### config.mk
export PLATFORM = sky130hd
export DESIGN_NAME = cooling_mode_controller_top
export DESIGN_NICKNAME = d
export VERILOG_FILES = /design/src/rtl/core/cmc_pkg.sv /design/src/rtl/core/cooling_mode_controller_top.sv
export SDC_FILE = /design/constraint.sdc
export NUM_CORES = 1
export LEC_CHECK = 0
export BUFFER_PORTS_ARGS = -buffer_cell sky130_fd_sc_hd__buf_4
export CAP_MARGIN = 0
export CORE_AREA = 2 2 249 178
export DETAILED_ROUTE_END_ITERATION = 8
export DIE_AREA = 0 0 251 180
export GPL_TIMING_DRIVEN = 1
export PLACE_DENSITY = 0.63
export RECOVER_POWER = 100
export SYNTH_ARGS = -nofsm -noshare
export SYNTH_HDL_FRONTEND = slang
export SYNTH_SLANG_ARGS = --single-unit
### constraint.sdc
create_clock -name clk -period 17.59 [get_ports clk]
set_input_delay 0.8795 -clock clk [delete_from_list [all_inputs] [get_ports clk]]
set_output_delay 0.8795 -clock clk [all_outputs]
set_load 0.01 [all_outputs]
### src/rtl/core/cmc_pkg.sv
// shared types, state codes and helper functions of the cooling mode controller
`timescale 1ns / 1ps

package cmc_pkg;

	localparam logic [2:0] ST_OFF      = 3'd0;
	localparam logic [2:0] ST_IDLE     = 3'd1;
	localparam logic [2:0] ST_COOLING  = 3'd2;
	localparam logic [2:0] ST_SUSPECT  = 3'd3;
	localparam logic [2:0] ST_PAUSED   = 3'd4;
	localparam logic [2:0] ST_RECOVERY = 3'd5;
	localparam logic [2:0] ST_MANUAL   = 3'd6;

	localparam logic [2:0] REG_PAUSE_DELAY    = 3'd0;
	localparam logic [2:0] REG_RECOVERY_DELAY = 3'd1;
	localparam logic [2:0] REG_HUMIDITY_RISE  = 3'd2;
	localparam logic [2:0] REG_SETPOINT_LOW   = 3'd3;
	localparam logic [2:0] REG_SETPOINT_HIGH  = 3'd4;

	localparam logic [15:0] PAUSE_DELAY_RST    = 16'd5000;
	localparam logic [15:0] RECOVERY_DELAY_RST = 16'd5000;
	localparam logic [9:0]  HUMIDITY_RISE_RST  = 10'd100;
	localparam logic [5:0]  SETPOINT_LOW_RST   = 6'd16;
	localparam logic [5:0]  SETPOINT_HIGH_RST  = 6'd30;
	localparam logic [5:0]  SETPOINT_RST       = 6'd24;

	typedef struct packed {
		logic        sensor_present;
		logic        contact_open;
		logic        reading_valid;
		logic [10:0] temperature_tenths;
		logic [9:0]  humidity_tenths;
		logic [3:0]  button_events;
		logic [31:0] time_ms;
	} step_t;

	typedef struct packed {
		logic [2:0] ac_state;
		logic [1:0] fan_level;
		logic [7:0] rounded_temperature;
		logic [5:0] current_setpoint;
	} result_t;

	// cooling level from temperature minus ten times the setpoint
	function automatic logic [1:0] level_of(input logic signed [12:0] delta,
		input logic manual);
		logic [1:0] lvl;
		if ((!manual && delta <= 13'sd10) || (manual && delta <= 13'sd0)) begin
			lvl = 2'd0;
		end else if (delta <= 13'sd20) begin
			lvl = 2'd1;
		end else if (delta <= 13'sd40) begin
			lvl = 2'd2;
		end else begin
			lvl = 2'd3;
		end
		return lvl;
	endfunction

	// whole degrees, half away from zero; divide by ten as multiply by 6554 / 2^16
	function automatic logic [7:0] round_whole(input logic signed [10:0] t);
		logic [10:0] mag;
		logic [11:0] biased;
		logic [24:0] prod;
		logic [7:0]  q;
		mag    = t[10] ? (11'd0 - t) : t;
		biased = {1'b0, mag} + 12'd5;
		prod   = {13'd0, biased} * 25'd6554;
		q      = prod[23:16];
		return t[10] ? (8'd0 - q) : q;
	endfunction

endpackage

### src/rtl/core/cooling_mode_controller_top.sv
// cooling mode controller: input register, one-pass step logic, result register
`timescale 1ns / 1ps

// Takes one control step per clock unless the output stalls, and returns one
// result per step by way of the step register, then the result register. The state is
// updated at the same edge the result register loads, so the next step, held in
// the step register, always sees it. Input tready drops only while a step waits
// in the step register and a result waits that the sink does not take.
// Configuration writes over the register port belong between steps when the
// block is idle; registers sit at byte addresses 0, 4, 8, 12 and 16.
module cooling_mode_controller_top (
	input  logic        clk,
	input  logic        arst_n,
	input  logic        s_tvalid,
	output logic        s_tready,
	// contact_open, temperature_tenths[11:1], humidity_tenths, button_events,
	// time_ms[57:26], zero fill
	input  logic [63:0] s_tdata,
	// sensor_present, reading_valid
	input  logic [1:0]  s_tuser,
	output logic        m_tvalid,
	input  logic        m_tready,
	// ac_state, fan_level, rounded_temperature, current_setpoint, zero fill
	output logic [23:0] m_tdata,
	input  logic        psel,
	input  logic        penable,
	input  logic        pwrite,
	input  logic [4:0]  paddr,
	input  logic [31:0] pwdata,
	output logic [31:0] prdata,
	output logic        pready
);

	logic [15:0] pause_delay_q;
	logic [15:0] recovery_delay_q;
	logic [9:0]  humidity_rise_q;
	logic [5:0]  setpoint_low_q;
	logic [5:0]  setpoint_high_q;

	logic        power_q;
	logic        manual_q;
	logic        seen_q;
	logic        win_seen_q;
	logic        pause_q;
	logic [5:0]  setpoint_q;
	logic [10:0] last_temp_q;
	logic [9:0]  last_hum_q;
	logic [9:0]  hum_open_q;
	logic [31:0] open_time_q;
	logic [31:0] rec_start_q;
	logic [2:0]  mode_q;

	logic              valid_s1;
	cmc_pkg::step_t    step_s1;
	cmc_pkg::result_t  res_q;
	logic              out_valid_q;

	logic advance;
	logic fire;
	logic cfg_wr;

	logic        power_n, manual_n, seen_n, win_seen_n, pause_n, win_final;
	logic [5:0]  sp_up, setpoint_n;
	logic [10:0] last_temp_n;
	logic [9:0]  last_hum_n, hum_open_n;
	logic [31:0] open_time_n, rec_start_n;
	logic [2:0]  mode_n;
	logic [1:0]  level_n;
	logic        opening;
	logic [31:0] open_ms, rec_ms;
	logic signed [11:0] hum_diff;
	logic        rise;
	logic signed [12:0] delta;
	logic [1:0]  auto_lvl, man_lvl;
	logic [3:0]  ev;

	assign pready  = 1'b1;
	assign cfg_wr  = psel & penable & pwrite & pready;
	assign advance = !out_valid_q || m_tready;
	assign fire    = valid_s1 && advance;
	assign s_tready = !valid_s1 || advance;
	assign m_tvalid = out_valid_q;
	assign m_tdata  = {5'd0, res_q.current_setpoint, res_q.rounded_temperature,
		res_q.fan_level, res_q.ac_state};

	always_comb begin
		case (paddr[4:2])
			cmc_pkg::REG_PAUSE_DELAY:    prdata = {16'd0, pause_delay_q};
			cmc_pkg::REG_RECOVERY_DELAY: prdata = {16'd0, recovery_delay_q};
			cmc_pkg::REG_HUMIDITY_RISE:  prdata = {22'd0, humidity_rise_q};
			cmc_pkg::REG_SETPOINT_LOW:   prdata = {26'd0, setpoint_low_q};
			cmc_pkg::REG_SETPOINT_HIGH:  prdata = {26'd0, setpoint_high_q};
			default:                     prdata = 32'd0;
		endcase
	end

	always_ff @(posedge clk or negedge arst_n) begin
		if (!arst_n) begin
			pause_delay_q    <= cmc_pkg::PAUSE_DELAY_RST;
			recovery_delay_q <= cmc_pkg::RECOVERY_DELAY_RST;
			humidity_rise_q  <= cmc_pkg::HUMIDITY_RISE_RST;
			setpoint_low_q   <= cmc_pkg::SETPOINT_LOW_RST;
			setpoint_high_q  <= cmc_pkg::SETPOINT_HIGH_RST;
		end else if (cfg_wr) begin
			case (paddr[4:2])
				cmc_pkg::REG_PAUSE_DELAY:    pause_delay_q    <= pwdata[15:0];
				cmc_pkg::REG_RECOVERY_DELAY: recovery_delay_q <= pwdata[15:0];
				cmc_pkg::REG_HUMIDITY_RISE:  humidity_rise_q  <= pwdata[9:0];
				cmc_pkg::REG_SETPOINT_LOW:   setpoint_low_q   <= pwdata[5:0];
				cmc_pkg::REG_SETPOINT_HIGH:  setpoint_high_q  <= pwdata[5:0];
				default: ;
			endcase
		end
	end

	// step register
	always_ff @(posedge clk or negedge arst_n) begin
		if (!arst_n) begin
			valid_s1 <= 1'b0;
		end else if (s_tready) begin
			valid_s1 <= s_tvalid;
		end
	end

	always_ff @(posedge clk) begin
		if (s_tvalid && s_tready) begin
			step_s1.sensor_present     <= s_tuser[0];
			step_s1.reading_valid      <= s_tuser[1];
			step_s1.contact_open       <= s_tdata[0];
			step_s1.temperature_tenths <= s_tdata[11:1];
			step_s1.humidity_tenths    <= s_tdata[21:12];
			step_s1.button_events      <= s_tdata[25:22];
			step_s1.time_ms            <= s_tdata[57:26];
		end
	end

	// step logic
	always_comb begin
		ev = step_s1.button_events;

		power_n    = power_q ^ ev[3];
		manual_n   = manual_q;
		pause_n    = pause_q;
		win_seen_n = win_seen_q;
		if (ev[3] && !power_n) begin
			manual_n   = 1'b0;
			pause_n    = 1'b0;
			win_seen_n = 1'b0;
		end

		sp_up = (ev[0] && (setpoint_q < setpoint_high_q)) ?
			(setpoint_q + 6'd1) : setpoint_q;
		setpoint_n = (ev[1] && (sp_up > setpoint_low_q)) ? (sp_up - 6'd1) : sp_up;

		if (ev[2] && power_n) begin
			manual_n = !manual_n;
			if (manual_n) begin
				pause_n = 1'b0;
			end
		end

		opening     = step_s1.sensor_present && step_s1.contact_open && !win_seen_n;
		open_time_n = opening ? step_s1.time_ms : open_time_q;
		hum_open_n  = opening ? (seen_q ? last_hum_q : step_s1.humidity_tenths) :
			hum_open_q;

		if (step_s1.sensor_present && step_s1.reading_valid) begin
			last_temp_n = step_s1.temperature_tenths;
			last_hum_n  = step_s1.humidity_tenths;
			seen_n      = 1'b1;
		end else begin
			last_temp_n = last_temp_q;
			last_hum_n  = last_hum_q;
			seen_n      = seen_q;
		end

		open_ms  = step_s1.time_ms - open_time_n;
		rec_ms   = step_s1.time_ms - rec_start_q;
		hum_diff = $signed({2'b00, step_s1.humidity_tenths})
			- $signed({2'b00, hum_open_n});
		rise     = step_s1.reading_valid && (hum_diff >= $signed({2'b00, humidity_rise_q}));

		delta    = $signed({{2{last_temp_n[10]}}, last_temp_n})
			- $signed({4'b0000, setpoint_n, 3'b000}) - $signed({6'b000000, setpoint_n, 1'b0});
		auto_lvl = cmc_pkg::level_of(delta, 1'b0);
		man_lvl  = cmc_pkg::level_of(delta, 1'b1);

		rec_start_n = rec_start_q;
		if (!power_n) begin
			mode_n = cmc_pkg::ST_OFF;
		end else if (manual_n) begin
			mode_n = cmc_pkg::ST_MANUAL;
		end else if (step_s1.sensor_present && step_s1.contact_open) begin
			if ((open_ms >= {16'd0, pause_delay_q}) || rise || pause_n) begin
				pause_n = 1'b1;
				mode_n  = cmc_pkg::ST_PAUSED;
			end else begin
				mode_n = cmc_pkg::ST_SUSPECT;
			end
		end else if (win_seen_n) begin
			rec_start_n = step_s1.time_ms;
			pause_n     = 1'b0;
			mode_n      = cmc_pkg::ST_RECOVERY;
		end else if ((mode_q == cmc_pkg::ST_RECOVERY) &&
			(rec_ms < {16'd0, recovery_delay_q})) begin
			mode_n = cmc_pkg::ST_RECOVERY;
		end else if (seen_n && (auto_lvl != 2'd0)) begin
			mode_n = cmc_pkg::ST_COOLING;
		end else begin
			mode_n = cmc_pkg::ST_IDLE;
		end

		win_final = step_s1.sensor_present ? step_s1.contact_open : win_seen_n;

		if (mode_n == cmc_pkg::ST_COOLING) begin
			level_n = auto_lvl;
		end else if (mode_n == cmc_pkg::ST_MANUAL) begin
			level_n = man_lvl;
		end else begin
			level_n = 2'd0;
		end
	end

	// state and result register
	always_ff @(posedge clk or negedge arst_n) begin
		if (!arst_n) begin
			power_q     <= 1'b0;
			manual_q    <= 1'b0;
			seen_q      <= 1'b0;
			win_seen_q  <= 1'b0;
			pause_q     <= 1'b0;
			setpoint_q  <= cmc_pkg::SETPOINT_RST;
			last_temp_q <= 11'd0;
			last_hum_q  <= 10'd0;
			hum_open_q  <= 10'd0;
			open_time_q <= 32'd0;
			rec_start_q <= 32'd0;
			mode_q      <= cmc_pkg::ST_OFF;
			out_valid_q <= 1'b0;
		end else begin
			if (advance) begin
				out_valid_q <= valid_s1;
			end
			if (fire) begin
				power_q     <= power_n;
				manual_q    <= manual_n;
				seen_q      <= seen_n;
				win_seen_q  <= win_final;
				pause_q     <= pause_n;
				setpoint_q  <= setpoint_n;
				last_temp_q <= last_temp_n;
				last_hum_q  <= last_hum_n;
				hum_open_q  <= hum_open_n;
				open_time_q <= open_time_n;
				rec_start_q <= rec_start_n;
				mode_q      <= mode_n;
			end
		end
	end

	always_ff @(posedge clk) begin
		if (fire) begin
			res_q.ac_state            <= mode_n;
			res_q.fan_level           <= level_n;
			res_q.rounded_temperature <= seen_n ?
				cmc_pkg::round_whole(last_temp_n) : 8'd0;
			res_q.current_setpoint    <= setpoint_n;
		end
	end

`ifndef SYNTHESIS
	a_level_only_when_active: assert property (@(posedge clk) disable iff (!arst_n)
		(out_valid_q && res_q.fan_level != 2'd0) |->
		(res_q.ac_state == cmc_pkg::ST_COOLING || res_q.ac_state == cmc_pkg::ST_MANUAL))
		else $error("cooling level nonzero outside cooling or manual");

	a_off_means_unpowered: assert property (@(posedge clk) disable iff (!arst_n)
		fire |=> ((mode_q == cmc_pkg::ST_OFF) == !power_q))
		else $error("off state disagrees with power flag");

	a_stall_only_when_full: assert property (@(posedge clk) disable iff (!arst_n)
		!s_tready |-> (valid_s1 && out_valid_q && !m_tready))
		else $error("input stalled without a full pipeline");

	a_result_follows_step: assert property (@(posedge clk) disable iff (!arst_n)
		fire |=> out_valid_q)
		else $error("processed step produced no result");
`endif

endmodule
=== Yosys cells after proc, flatten, opt, wreduce, memory -nomap -nowiden ===
Cells that the tools add are included.

* Bits in registers: 244
* Bits of input ports: 110
* Logic and storage cells: 127
* Output and inout port bits: 59

* Reductions and logical operators: 30
* Muxes and demuxes: 35
* Multipliers: 1
* Bitwise logic cells: 5
* Add/sub/neg operators: 10
* Eq/ne operators: 7
* $lt $le $gt $ge: 9

{| class="wikitable"
|+ Operator list
! cell !! number
|-
| one-hot mux 16 bit (5 select lines) || 1
|-
| subtractor 32 bit || 2
|-
| greater-or-equal comparator 32 x 16 -> 1 bit || 1
|-
| less-than comparator 32 x 16 -> 1 bit || 1
|-
| two-way mux 32 bit || 1
|-
| multiplier 12 x 12 -> 23 bit, second input constant || 1
|-
| two-way mux 11 bit || 2
|-
| two-way mux 10 bit || 2
|-
| two-way mux 3 bit || 6
|-
| two-way mux 1 bit || 14
|-
| <= comparator 13 x 1 -> 1 bit, second input constant || 1
|-
| <= comparator 13 x 5 -> 1 bit, second input constant || 1
|-
| <= comparator 13 x 6 -> 1 bit, second input constant || 1
|-
| <= comparator 13 x 7 -> 1 bit, second input constant || 1
|-
| subtractor 12 x 8 -> 13 bit || 1
|-
| adder 11 x 3 -> 12 bit, second input constant || 1
|-
| logical AND 1 bit || 12
|-
| two-way mux 2 bit || 6
|-
| two-way mux 6 bit || 2
|-
| AND reduction 2 bit || 6
|-
| subtractor 11 x 10 -> 12 bit || 1
|-
| greater-or-equal comparator 11 bit || 1
|-
| subtractor 1 x 11 -> 11 bit, first input constant || 1
|-
| subtractor 10 x 10 -> 11 bit || 1
|-
| 17 further kinds || 30
|}

=== Logic depth before layout (Yosys ltp) ===
* Depth after elaboration: 23
* Depth in mapped cells: 33
* Gate-level depth less buffers: 31

=== Worst setup path after synthesis ===
Ideal clock, no wire load.

* Path kind: register to register
* Start: register step_s1[59] (netlist name)
* End: register res_q, in the netlist m_tdata[12] (data pin)
* Setup time: 274 ps
* Setup slack: 9407 ps
* Arrival time: 7909 ps
* Cell stages (with the launch flop): 30
* Buffers on the path: 1
* Period minus slack after synthesis: 8183 ps
* Data required time: 17316 ps
* Cells stage by stage: edfxtp_1 > nand2_1 > buf_1 > mux2i_1 > ha_1 > nand2_1 > o21ai_0 > ha_1 > o21a_1 > and3_1 > xor2_1 > ha_1 > ha_1 > inv_1 > fa_1 > inv_1 > fa_1 > fa_1 > ha_1 > a21o_1 > a211o_1 > a2111oi_0 > o311ai_0 > a31oi_1 > nor2b_1 > nand3_1 > a21bo_2 > o211ai_1 > xnor2_1 > nor2_1

* Longest elaborated chain between the ends: 8
* Elaborated cells between the ends (all ways): 9
* Classes of those cells: add/sub: 3; mul: 1; mux: 4; reduce/logical: 1

{| class="wikitable"
|+ RTL lines
! element !! RTL line !! text
|-
| from (decl) || cooling_mode_controller_top.sv:54 || <nowiki>cmc_pkg::step_t step_s1;</nowiki>
|-
| logical AND 1 bit (*) || cooling_mode_controller_top.sv:167 || <nowiki>if (step_s1.sensor_present && step_s1.reading_valid) begin</nowiki>
|-
| two-way mux 11 bit || cooling_mode_controller_top.sv:167 ||
|-
| subtractor 1 x 11 -> 11 bit || cmc_pkg.sv:66 || <nowiki>mag = t[10] ? (11'd0 - t) : t;</nowiki>
|-
| two-way mux 11 bit || cmc_pkg.sv:66 ||
|-
| adder 11 x 3 -> 12 bit || cmc_pkg.sv:67 || <nowiki>biased = {1'b0, mag} + 12'd5;</nowiki>
|-
| multiplier 12 x 12 -> 23 bit || cmc_pkg.sv:68 || <nowiki>prod = {13'd0, biased} * 25'd6554;</nowiki>
|-
| subtractor 1 x 8 -> 8 bit || cmc_pkg.sv:70 || <nowiki>return t[10] ? (8'd0 - q) : q;</nowiki>
|-
| two-way mux 8 bit || cmc_pkg.sv:70 ||
|-
| to (decl) || cooling_mode_controller_top.sv:55 || <nowiki>cmc_pkg::result_t res_q;</nowiki>
|}

Every way passes the cells marked *; elsewhere a longest branch is shown, timed or not.
A chain may end at the register's enable or synchronous reset.

=== Worst setup path after layout ===
Ends and elaborated chain as after synthesis.

==> summary.md <==
| Metric | Value |
|---|---|
| Status | finished, violations left |
| Highest-delay cell along the critical path | mux2i_1 |
| CP Capture Type | flip-flop |
| WL final | 49.4 mm |
| Post-cts resize count | 0 |
| Sequential cell area fraction in the yosys report | 34.3% |
| Starting Density | 44.4% |
| Die area | 45,200 um2 |
| Ys async rst share | 67.6% |
| Longest Clk Path Bufs | 3 |
| Detailed Route Iter0 Violations | 955 |
| Clk_lat worst skew | 0.57 ns |
| Via count | 14,968 |
| Post-Syn Instances | 2,012 |
| Final max-slew violation count | 509 |
| Ys flop type | dfrtp_1 |
| Area delta synth->final | 11.0% |
| Count leader, synth | nand2_1 |
| Setup violators final | 0 |
| Detailed Routing Iterations Pass 1 | 5 |
| H-tree levels | 1 |
| Synth cell count leaders | 233 x nand2_1, 226 x ha_1, 186 x o21ai_0, 162 x inv_1, 145 x dfrtp_1 |
| WP data arrival | 9.49 ns |
| Synth cell types | 91 |
| Final hold vios | 0 |
| Top area cells in the synthesized netlist | dfrtp_1 19%, ha_1 15%, edfxtp_1 12%, o21ai_0 4.9%, nand2_1 4.6% |
| Final HPWL DP | 38.3 mm |
| Unrepaired setup endpoints after global routing | false |
| CP required | 17.85 ns |
| Synthesized area per cell | 9.47 um2 |
| Crit-path most repeated cell | ha_1 |
| Chip height | 180 um |
| First-pass GRT wire length | 78.7 mm |
| Initial antenna violation count | 0 |
| Final period util | 52.4% |
| Core area | 42,900 um2 |
| Layout cells sized above 1 | 9.89% |
| Highest net fanout along the worst path | 12 |
| Fmax | 108 MHz |
| GRT Total Usage | 21.8% |
| Buffers on Ports | 122 |
| Via count of the first global-routing pass | 14,242 |
| # DRC | 0 |
| Clock transition at path regs | 0.06 ns |
| GPL Wtd Cong | 0.922 |
| Setup TNS | 0 ns |
| Site row count | 64 |
| CTS Root Cell | clkbuf_16 |
| Post-synthesis register bit count | 244 |
| CP Class | flip-flop to flip-flop |
| Die width | 251 um |
| Pre-CTS setup slack | 8.50 ns |
| Total CTS buffers | 28 |
| Netlist Area Pre-Place | 19,000 um2 |
| Synth top area share | 19.1% |
| Maximum capacitance violations | 9 |
| Largest stage delay on the critical path | 0.61 ns |
| Clock sink total | 244 |
| Post-CTS Setup Inserts | 0 |
| TritonCTS clock tree | done |
| IO Count | 169 |
| Worst setup SP type | flip-flop |
| Hold crit path type | flip-flop to flip-flop |
| Yosys warns | 0 |
| Largest net degree at the start of global routing | 91 |
| Routed WL per cell | 18.3 um |
| ANT nets after route | 0 |
| Violated checks | max-capacitance violations, max-slew violations |
| Post-synth EDFFs | 79 |
| Cts hold-fix bufs | 0 |
| Antenna Cells | 0 |
| Clk_skew | 0.0318 ns |
| Via/cell ratio | 5.54 |
| Hold Slack | 0.476 ns |
| Final min period | 9.22 ns |
| Slew @ Worst Pin | 5.12 ns |
| Final nets | 2,497 |
| Cell taking the most area after synthesis | dfrtp_1 |
| Worst rel slew slack | -241% |
| Grt ovf | 0 |
| Slack of the critical path | 8.37 ns |
==> critical path, delay by kind of cell (launching register included) <==
kind	cells	cell delay [ns]
flip-flops	1	0.50
multiplexers	1	0.61
AND/OR/NAND/NOR	6	1.28
adder cells (fa/ha/maj)	8	3.19
AO/OA/AOI/OAI	9	2.35
XOR/XNOR	2	0.65
buffers and inverters	3	0.34
==> metal layers <==
metal | vias to the layer above | share of wire, % | track usage [%]
met5 | - | 0 | 0
met1 | 7118 | 53 | 35.4
li1 | 7363 | - | -
met2 | 429 | 38 | 29.1
met3 | 58 | 6.9 | 4.05
met4 | 0 | 2.1 | 4.88
==> metrics by stage <==
step                util, %  std cells  area (um2)
floorplan                 -       2038       19100
global placement       47.7       2652       20500
detailed placement     47.7       2652       20500
CTS                    49.9       2704       21400
global route           49.3       2704       21100
finish                 49.3       2704       21100
==> registers in the layout (all words and copies together) (netlist names), 10 cells and up <==
| name | cells |
|---|---|
| humidity_rise_q | 10 |
| rec_start_q | 32 |
| hum_open_q | 10 |
| pause_delay_q | 16 |
| step_s1 | 56 |
| last_temp_q | 11 |
| open_time_q | 32 |
| last_hum_q | 10 |
| m_tdata | 19 |
| recovery_delay_q | 16 |
==> kinds of logic (layout without fill, tap and decap cells) <==
kind of cell / after synthesis / in the layout / share of synthesized area [%]
simple gates: 533 / 533 / 13.0
flops: 244 / 244 / 34.3
xor+xnor: 100 / 100 / 4.82
compound gates: 511 / 511 / 17.1
mux: 115 / 115 / 6.36
buf+inv: 240 / 345 / 5.29
fa+ha+maj: 267 / 267 / 19.1
other cells: 2 / 28 / 0.0394
==> worst paths after layout <==
| path | cells past startpoint | endpoint | start | slack, ns |
|---|---|---|---|---|
| setup / recovery | 29 | m_tdata[12] | step_s1[59] | 8.37 |
| hold / removal | 2 | hum_open_q[3] | hum_open_q[3] | 0.48 |
| setup reg to reg | 29 | m_tdata[12] | step_s1[59] | 8.37 |
| hold reg to reg | 2 | hum_open_q[3] | hum_open_q[3] | 0.48 |
| max in group asynchronous | 2 | recovery_delay_q[15] | arst_n | 9.63 |
| min in group asynchronous | 1 | rec_start_q[8] | arst_n | 2.16 |
==> cell usage in the layout (no fill, tap or decap), types with 7 or more instances in the layout <==
cell / n
fa_1: 40
a22oi_1: 13
or2_2: 7
a21o_1: 42
dfstp_2: 19
o22ai_1: 9
a31oi_1: 14
nand2_1: 233
buf_4: 24
o21ai_0: 187
nor3_1: 22
clkbuf_16: 32
and2_1: 7
nand2b_1: 30
conb_1: 28
o2111ai_1: 10
nand3_1: 31
dfrtp_1: 145
o21a_1: 22
and3_1: 13
nor2_1: 109
o211ai_1: 23
nand4_1: 16
inv_1: 162
a211oi_1: 16
a21oi_1: 96
clkbuf_4: 53
nor2b_1: 20
mux2i_1: 67
mux2_2: 47
edfxtp_1: 79
nor4_1: 9
xor2_1: 34
ha_1: 226
clkbuf_1: 58
xnor2_1: 63
o21bai_1: 13
==> layout make-up <==
class	count	area (um2)
clock inverter	13	95.1
inverter	162	608
sequential	244	6530
clock buffer	39	857
timing repair buffer	131	781
multi-input combinational	1554	11600
tap	561	702
fill	4100	21800
Power is left out: the tool's default activity adds up to more than one toggle a clock period on the data nets, which glitch-free logic cannot reach.
